--- src/design/hcb_pkg.sv ---
package hcb_pkg;

  localparam logic [31:0] CRC_POLY   = 32'hEDB8_8320;
  localparam logic [31:0] CRC_INIT   = 32'hFFFF_FFFF;
  localparam logic [31:0] VIDEO_WORD = 32'h00F0_0100;
  // "CRT1" packed little-endian
  localparam logic [31:0] MAGIC_WORD = 32'h3154_5243;

  localparam logic [7:0] VERSION_BYTE = 8'd1;
  localparam logic [7:0] VIDEO_KIND   = 8'd1;
  localparam logic [7:0] VIDEO_FMT    = 8'd1;

  localparam logic [7:0] AUDIO_KIND_RST = 8'd2;
  localparam logic [7:0] AV_KIND_RST    = 8'd3;

  localparam logic       ACT_DATA  = 1'b0;
  localparam logic       ACT_CLOSE = 1'b1;

  localparam logic [1:0] KIND_VIDEO = 2'd0;
  localparam logic [1:0] KIND_AUDIO = 2'd1;
  localparam logic [1:0] KIND_AV    = 2'd2;

  localparam logic       REG_AUDIO_KIND = 1'b0;
  localparam logic       REG_AV_KIND    = 1'b1;

  localparam logic [4:0] HCRC_END_INDEX = 5'd24;
  localparam logic [4:0] LAST_INDEX     = 5'd31;

  typedef struct packed {
    logic [7:0]  kind_byte;
    logic [7:0]  fmt_byte;
    logic [31:0] seq;
    logic [31:0] length;
    logic [31:0] word;
    logic [31:0] pcrc;
  } hdr_desc_t;

  typedef struct packed {
    logic full;
    logic empty;
  } q_status_t;

  function automatic logic [31:0] crc_byte(logic [31:0] c, logic [7:0] b);
    logic [31:0] r;
    r = c ^ {24'b0, b};
    for (int k = 0; k < 8; k++) begin
      r = (r >> 1) ^ (CRC_POLY & {32{r[0]}});
    end
    return r;
  endfunction

endpackage

--- src/design/hcb_front.sv ---
module hcb_front
  import hcb_pkg::*;
#(
  parameter int LENGTH_BITS = 20
) (
  input  logic        clk,
  input  logic        rst,
  input  logic        in_valid,
  output logic        in_ready,
  input  logic        action,
  input  logic [7:0]  data_byte,
  input  logic [1:0]  packet_kind,
  input  logic [7:0]  audio_format,
  input  logic [31:0] sequence_number,
  input  logic [31:0] sample_rate,
  input  logic [7:0]  audio_kind_code,
  input  logic [7:0]  av_kind_code,
  input  q_status_t   q_status,
  output logic        push,
  output hdr_desc_t   push_desc
);

  localparam logic [LENGTH_BITS-1:0] COUNT_MAX = {LENGTH_BITS{1'b1}};

  logic [31:0]            running_crc;
  logic [LENGTH_BITS-1:0] payload_count;
  logic                   accept;

  assign in_ready = !q_status.full;
  assign accept   = in_valid && in_ready;
  assign push     = accept && (action == ACT_CLOSE);

  always_comb begin
    push_desc.seq    = sequence_number;
    push_desc.length = 32'(payload_count);
    push_desc.pcrc   = ~running_crc;
    case (packet_kind)
      KIND_AUDIO: begin
        push_desc.kind_byte = audio_kind_code;
        push_desc.fmt_byte  = audio_format;
        push_desc.word      = sample_rate;
      end
      KIND_AV: begin
        push_desc.kind_byte = av_kind_code;
        push_desc.fmt_byte  = audio_format;
        push_desc.word      = VIDEO_WORD;
      end
      default: begin
        push_desc.kind_byte = VIDEO_KIND;
        push_desc.fmt_byte  = VIDEO_FMT;
        push_desc.word      = VIDEO_WORD;
      end
    endcase
  end

  always_ff @(posedge clk) begin
    if (rst) begin
      running_crc   <= CRC_INIT;
      payload_count <= '0;
    end else if (accept) begin
      if (action == ACT_CLOSE) begin
        running_crc   <= CRC_INIT;
        payload_count <= '0;
      end else begin
        running_crc <= crc_byte(running_crc, data_byte);
        if (payload_count != COUNT_MAX) begin
          payload_count <= payload_count + 1'b1;
        end
      end
    end
  end

endmodule

--- src/design/hcb_queue.sv ---
module hcb_queue
  import hcb_pkg::*;
(
  input  logic      clk,
  input  logic      rst,
  input  logic      push,
  input  hdr_desc_t push_desc,
  input  logic      pop,
  output hdr_desc_t head,
  output q_status_t q_status
);

  // two-entry shift queue, slot0 is the head
  hdr_desc_t  slot0;
  hdr_desc_t  slot1;
  logic [1:0] count;

  assign head           = slot0;
  assign q_status.full  = (count == 2'd2);
  assign q_status.empty = (count == 2'd0);

  always_ff @(posedge clk) begin
    if (rst) begin
      count <= 2'd0;
    end else begin
      case ({push, pop})
        2'b10:   count <= count + 2'd1;
        2'b01:   count <= count - 2'd1;
        default: count <= count;
      endcase
    end
  end

  always_ff @(posedge clk) begin
    case ({push, pop})
      2'b10: begin
        if (count == 2'd0) begin
          slot0 <= push_desc;
        end else begin
          slot1 <= push_desc;
        end
      end
      2'b01: begin
        slot0 <= slot1;
      end
      2'b11: begin
        if (count == 2'd1) begin
          slot0 <= push_desc;
        end else begin
          slot0 <= slot1;
          slot1 <= push_desc;
        end
      end
      default: begin
      end
    endcase
  end

endmodule

--- src/design/hcb_back.sv ---
module hcb_back
  import hcb_pkg::*;
(
  input  logic       clk,
  input  logic       rst,
  input  hdr_desc_t  head,
  input  q_status_t  q_status,
  output logic       pop,
  output logic       out_valid,
  input  logic       out_ready,
  output logic [7:0] header_byte,
  output logic [4:0] byte_index,
  output logic       last
);

  localparam logic [2:0] GRP_MAGIC  = 3'd0;
  localparam logic [2:0] GRP_INFO   = 3'd1;
  localparam logic [2:0] GRP_SEQ    = 3'd2;
  localparam logic [2:0] GRP_LENGTH = 3'd3;
  localparam logic [2:0] GRP_WORD   = 3'd4;
  localparam logic [2:0] GRP_PCRC   = 3'd5;
  localparam logic [2:0] GRP_HCRC   = 3'd6;

  logic [4:0]  idx;
  logic [31:0] hcrc;
  logic [31:0] cur_word;
  logic [7:0]  cur_byte;
  logic        advance;

  assign advance = !q_status.empty && (!out_valid || out_ready);
  assign pop     = advance && (idx == LAST_INDEX);

  always_comb begin
    case (idx[4:2])
      GRP_MAGIC:  cur_word = MAGIC_WORD;
      GRP_INFO:   cur_word = {VERSION_BYTE, head.fmt_byte, head.kind_byte, VERSION_BYTE};
      GRP_SEQ:    cur_word = head.seq;
      GRP_LENGTH: cur_word = head.length;
      GRP_WORD:   cur_word = head.word;
      GRP_PCRC:   cur_word = head.pcrc;
      GRP_HCRC:   cur_word = ~hcrc;
      default:    cur_word = 32'd0;
    endcase
    case (idx[1:0])
      2'd0:    cur_byte = cur_word[7:0];
      2'd1:    cur_byte = cur_word[15:8];
      2'd2:    cur_byte = cur_word[23:16];
      default: cur_byte = cur_word[31:24];
    endcase
  end

  always_ff @(posedge clk) begin
    if (rst) begin
      idx       <= '0;
      hcrc      <= CRC_INIT;
      out_valid <= 1'b0;
    end else begin
      if (advance) begin
        out_valid <= 1'b1;
        idx       <= idx + 5'd1;
        if (idx == LAST_INDEX) begin
          hcrc <= CRC_INIT;
        end else if (idx < HCRC_END_INDEX) begin
          hcrc <= crc_byte(hcrc, cur_byte);
        end
      end else if (out_ready) begin
        out_valid <= 1'b0;
      end
    end
  end

  always_ff @(posedge clk) begin
    if (advance) begin
      header_byte <= cur_byte;
      byte_index  <= idx;
      last        <= (idx == LAST_INDEX);
    end
  end

endmodule

--- src/design/packet_header_crc_builder_unit.sv ---
// packet header builder with running crc-32
// input channel: one beat per item; action selects a payload byte or a close.
// payload beats update the reflected crc-32 and a saturating byte count and
// produce no output. a close beat snapshots the header fields into a
// two-entry queue and restarts the crc and count for the next packet.
// output channel: each close yields 32 header beats (header_byte, byte_index,
// last on index 31). the header crc over bytes 0..23 is built one byte per
// beat as the bytes go out, so bytes 24..27 follow at once.
// throughput: one input beat per cycle while the queue has room; one header
// beat per cycle while the receiver is ready. a close beat's header goes into
// the queue first; its first beat is then registered into the output register.
// when the receiver stalls, the output register holds its beat; input is
// still taken until two closes are waiting, then in_ready drops.
// reset (rst, synchronous): crc to all ones, count to zero, queue empty,
// kind registers to 2 (audio) and 3 (video plus audio).
// apb: register 0 audio kind at 0x0, register 1 av kind at 0x4.
module packet_header_crc_builder_unit
  import hcb_pkg::*;
#(
  parameter int LENGTH_BITS = 20
) (
  input  logic        clk,
  input  logic        rst,
  input  logic        in_valid,
  output logic        in_ready,
  input  logic        action,
  input  logic [7:0]  data_byte,
  input  logic [1:0]  packet_kind,
  input  logic [7:0]  audio_format,
  input  logic [31:0] sequence_number,
  input  logic [31:0] sample_rate,
  output logic        out_valid,
  input  logic        out_ready,
  output logic [7:0]  header_byte,
  output logic [4:0]  byte_index,
  output logic        last,
  input  logic        psel,
  input  logic        penable,
  input  logic        pwrite,
  input  logic [2:0]  paddr,
  input  logic [31:0] pwdata,
  output logic [31:0] prdata,
  output logic        pready
);

  logic [7:0] audio_kind_code;
  logic [7:0] av_kind_code;
  logic       push;
  logic       pop;
  hdr_desc_t  push_desc;
  hdr_desc_t  head;
  q_status_t  q_status;

  assign pready = 1'b1;

  always_ff @(posedge clk) begin
    if (rst) begin
      audio_kind_code <= AUDIO_KIND_RST;
      av_kind_code    <= AV_KIND_RST;
    end else if (psel && penable && pwrite && pready) begin
      unique case (paddr[2])
        REG_AUDIO_KIND: audio_kind_code <= pwdata[7:0];
        REG_AV_KIND:    av_kind_code    <= pwdata[7:0];
        default: begin
        end
      endcase
    end
  end

  always_comb begin
    unique case (paddr[2])
      REG_AUDIO_KIND: prdata = {24'd0, audio_kind_code};
      REG_AV_KIND:    prdata = {24'd0, av_kind_code};
      default:        prdata = 32'd0;
    endcase
  end

  hcb_front #(
    .LENGTH_BITS(LENGTH_BITS)
  ) u_front (
    .clk            (clk),
    .rst            (rst),
    .in_valid       (in_valid),
    .in_ready       (in_ready),
    .action         (action),
    .data_byte      (data_byte),
    .packet_kind    (packet_kind),
    .audio_format   (audio_format),
    .sequence_number(sequence_number),
    .sample_rate    (sample_rate),
    .audio_kind_code(audio_kind_code),
    .av_kind_code   (av_kind_code),
    .q_status       (q_status),
    .push           (push),
    .push_desc      (push_desc)
  );

  hcb_queue u_queue (
    .clk      (clk),
    .rst      (rst),
    .push     (push),
    .push_desc(push_desc),
    .pop      (pop),
    .head     (head),
    .q_status (q_status)
  );

  hcb_back u_back (
    .clk        (clk),
    .rst        (rst),
    .head       (head),
    .q_status   (q_status),
    .pop        (pop),
    .out_valid  (out_valid),
    .out_ready  (out_ready),
    .header_byte(header_byte),
    .byte_index (byte_index),
    .last       (last)
  );

endmodule

--- config.mk ---
export PLATFORM = sky130hd
export DESIGN_NAME = packet_header_crc_builder_unit
export DESIGN_NICKNAME = d
export VERILOG_FILES = /design/src/design/hcb_pkg.sv /design/src/design/hcb_front.sv /design/src/design/hcb_queue.sv /design/src/design/hcb_back.sv /design/src/design/packet_header_crc_builder_unit.sv
export SDC_FILE = /design/constraint.sdc
export NUM_CORES = 1
export LEC_CHECK = 0
export ABC_AREA = 1
export BUFFER_PORTS_ARGS = -buffer_cell sky130_fd_sc_hd__buf_4
export CAP_MARGIN = 20
export CORE_MARGIN = 2
export CORE_UTILIZATION = 45
export CTS_BUF_LIST = sky130_fd_sc_hd__clkbuf_4 sky130_fd_sc_hd__clkbuf_8
export CTS_CLUSTER_SIZE = 28
export DETAILED_ROUTE_END_ITERATION = 6
export SLEW_MARGIN = 20
export SYNTH_ARGS = -nofsm -noshare
export SYNTH_HDL_FRONTEND = slang
export SYNTH_SLANG_ARGS = --single-unit
--- constraint.sdc ---
create_clock -name clk -period 25.6 [get_ports clk]
set_input_delay 1.28 -clock clk [delete_from_list [all_inputs] [get_ports clk]]
set_output_delay 1.28 -clock clk [all_outputs]
set_load 0.05 [all_outputs]
==> results.yml <==
run_status:
  outcome: "completed"
worst_setup_path:
  largest_stage_delay_on_the_critical_path_ns: 0.76
  timing.critical_path.arrival_ns: 5.98
  cp_num_buf_inv: 6
  timing.reg2reg.setup_slack_ns: 19.90
  worst-path-max-fanout: 67
  setup.worst_path.end_class: "flop"
  critical_path_required_ns: 25.88
  worstSetupPathType: "reg -> reg"
  crit_path_top_delay_cell: "sky130_fd_sc_hd__a21oi_4"
  critPathLaunchType: "flop"
  sequence_of_cells_on_the_critical_path: "ha_1 -> inv_1 -> nor2_1 -> ha_1 -> inv_1 -> buf_4 -> nor2_1 -> inv_1 -> a21oi_4 -> buf_4 -> buf_4 -> o22ai_1"
  worst_path_dominant_cell_family: "buffers and inverters"
run:
  drv_cap: 0
sta:
  hold_ws_ns: 0.4368
  grt_setup_unrepaired: "no"
  timing.final.hold_violations: 0
  worst_clock_skew_ns: 0.03728
  worst-slew-pin-transition_ns: 1.037
  fin_crit_sh_pct: 22.28
  final_period_minus_worst_setup_slack_ns: 5.704
  setup-violations-final: 0
  max_slew_margin_pct: 30.84
  maxSlewViolCount: 0
  setup_tns_ns: 0
  max_freq_mhz: 175.3
synthesis:
  synth-async-reset-ratio_pct: 0
  synthesis.yosys.warnings: 0
  yosys_register_bits: 386
  syn-cell-area_um2: 18740
  cell_types_with_the_largest_area_share_after_synthesis: "sky130_fd_sc_hd__edfxtp_1 (45%), sky130_fd_sc_hd__dfxtp_1 (12%), sky130_fd_sc_hd__nand2_1 (9.3%), sky130_fd_sc_hd__inv_1 (7.9%), sky130_fd_sc_hd__o22ai_1 (4.7%)"
  ys.flop_type: "sky130_fd_sc_hd__edfxtp_1"
  avgSynthCellArea_um2: 9.007
  sequential_cell_area_fraction_in_the_yosys_report_pct: 56.07
  post_synth_num_cell_types: 42
  synth-edff-count: 278
  yosys.area.top_type_share_pct: 44.54
  number_of_instances_in_the_synthesized_netlist: 2081
  synth.largest_area_cell: "sky130_fd_sc_hd__edfxtp_1"
floorplanning:
  chipWidth_um: 208.1
  top_level_ports: 174
  coreArea_um2: 41020
  die_height_um: 208.1
  die-area_um2: 43300
  initial_utilization_pct: 45.70
  core.rowCount: 74
route:
  drt_iter0_drc: 1312
  via_per_inst: 5.201
  routed.top_layer: "met4"
  detailedRoute.firstPassIterationCount: 7
  avgRoutedWirePerCell_um: 19.04
  drtAntennaViolNets: 0
  routed-wl-met2_mm: 24.57
  route.detailed.drc: 0
  routedLengthMet1_mm: 23.60
  vias: 14550
  routed_wl_mm: 53.26
  met3_length_mm: 3.326
clocking:
  post-cts-setup-buffer-count: 0
  htree_num_levels: 3
  ctsRootBufferMaster: "sky130_fd_sc_hd__clkbuf_8"
  clk_path_buf_depth: 3
  cts.hold.buffers_added: 0
  tritoncts: "yes"
  post_cts.resized_instances: 0
  clkLatencyLatePin_ns: 0.63
  clkTransAtPathRegs_ns: 0.06
  tritoncts_num_sinks: 386
  cts_inserted_buffers: 68
finish:
  drive_above_1_share_pct: 13.73
  layout_common_cells: "sky130_fd_sc_hd__nand2_1 (464), sky130_fd_sc_hd__inv_1 (392), sky130_fd_sc_hd__edfxtp_1 (278)"
  area.growth.synth_to_final_pct: 14.59
  antenna_cells: 0
  number_of_nets_in_the_layout: 2352
  post-route-util_pct: 52.36
  leading_cell_type_in_the_layout_fill_and_taps_excluded: "sky130_fd_sc_hd__nand2_1"
  fillCellCount: 3843
power:
  p_clk_share_pct: 34.4
  powerDensity_nw_per_um2: 80.30
  power_w: 0.001725
  pwr-share-seq_pct: 43.2
  power.internal_w: 0.001175
  netSwitchingPower_w: 0.0005494
  p_sw_share_pct: 31.86
  cellLeakagePower_nw: 9.735
  comb_power_share_pct: 22.5
  worst_ir_drop_vdd_mv: 0.03660
grt:
  gr-total-overflow: 0
  groute.usage.overall_pct: 24.48
  maximum_number_of_pins_on_one_net_before_global_route_repair: 78
  grt_pass1_vias: 14100
  first_pass_grt_wire_length_mm: 81.23
  antenna_found_initial: 0
placement:
  dp_hpwl_mm: 36.67
  port_buffers: 122
  gpl.final_weighted_congestion: 0.9556
worst_hold_path:
  hold_path.class: "reg -> reg"
-- logic make-up (layout without fill, tap and decap cells) --
logic type / count (synthesis) / count (layout) / synth area share, %
other cells: 2 / 25 / 0.04007
compound gates: 384 / 384 / 11.98
simple gates: 707 / 707 / 15.90
fa+ha+maj: 15 / 15 / 1.001
buf+inv: 508 / 669 / 11.15
flops: 386 / 386 / 56.07
xor+xnor: 79 / 79 / 3.852
-- power by group through the flow --
stage               combinational, W  sequential [W]  clock, W
floorplan                   0.000273        0.000762         0
global placement            0.000377        0.000756         0
detailed placement          0.000382        0.000757         0
CTS                         0.000384        0.000744  0.000605
global route                0.000430        0.000748  0.000627
finish                      0.000388        0.000744  0.000593
-- worst paths after layout --
path,start,to,cells past startpoint
setup reg to reg,u_back.idx[1]$_SDFFE_PP0P_,u_queue.head[73]$_DFFE_PP_,12
setup / recovery,u_back.idx[1]$_SDFFE_PP0P_,u_queue.head[73]$_DFFE_PP_,12
hold reg to reg,u_front.payload_count[13]$_SDFFE_PP0P_,u_queue.slot1[77]$_DFFE_PP_,0
hold / removal,u_front.payload_count[13]$_SDFFE_PP0P_,u_queue.slot1[77]$_DFFE_PP_,0
-- metal layers --
metal  vias to the layer above  GRT usage, %
li1                       7079             -
met5                         -             0
met4                         0         9.725
met3                       104         3.955
met1                      6906         33.32
met2                       459         39.26
-- metrics by stage --
| step | setup slack, ns | area (um2) | instances |
|---|---|---|---|
| 2_1_floorplan | 12.93 | 18830 | 2104 |
| 3_3_place_gp | 20.14 | 20040 | 2673 |
| 3_5_place_dp | 20.05 | 20040 | 2673 |
| 4_1_cts | 19.98 | 21450 | 2796 |
| 5_1_grt | 19.61 | 21480 | 2797 |
| 6_report | 19.90 | 21480 | 2797 |
-- cells in the mapped netlist, drive strengths merged (15+ instances only) --
cell	instances
nand2	486
inv	401
o21ai	101
nor2	92
buf	47
clkbuf	59
edfxtp	278
nand3	90
dfxtp	108
o211ai	28
a21oi	92
nand4	27
o22ai	140
xnor2	18
ha	15
xor2	61
-- worst register-to-register path, stage by stage, from the launching register on --
cell	delay, ns
sky130_fd_sc_hd__dfxtp_1	0.40
sky130_fd_sc_hd__ha_1	0.49
sky130_fd_sc_hd__inv_1	0.33
sky130_fd_sc_hd__nor2_1	0.18
sky130_fd_sc_hd__ha_1	0.52
sky130_fd_sc_hd__inv_1	0.08
sky130_fd_sc_hd__buf_4	0.25
sky130_fd_sc_hd__nor2_1	0.53
sky130_fd_sc_hd__inv_1	0.21
sky130_fd_sc_hd__a21oi_4	0.76
sky130_fd_sc_hd__buf_4	0.57
sky130_fd_sc_hd__buf_4	0.74
sky130_fd_sc_hd__o22ai_1	0.30
-- area by class of cell --
cell class,count,area [um2],share of cell area (%)
flip-flops and latches,386,10510,48.93
multi-input cells,1210,6277,29.23
inverters,402,1511,7.037
clock buffers,102,1254,5.837
repair buffers,144,1099,5.115
well taps,532,665.6,3.099
clock inverters,21,161.4,0.7515
-- flip-flops by register name (all words and copies together) (netlist names) --
signal	flops
av_kind_code	8
u_back.last	1
u_back.header_byte	8
u_queue.head	132
u_queue.count	2
u_back.out_valid	1
u_queue.slot1	132
audio_kind_code	8
u_front.running_crc	32
u_back.byte_index	5
u_back.hcrc	32
u_front.payload_count	20
u_back.idx	5
No activity file was read; power rests on OpenSTA's default activity.
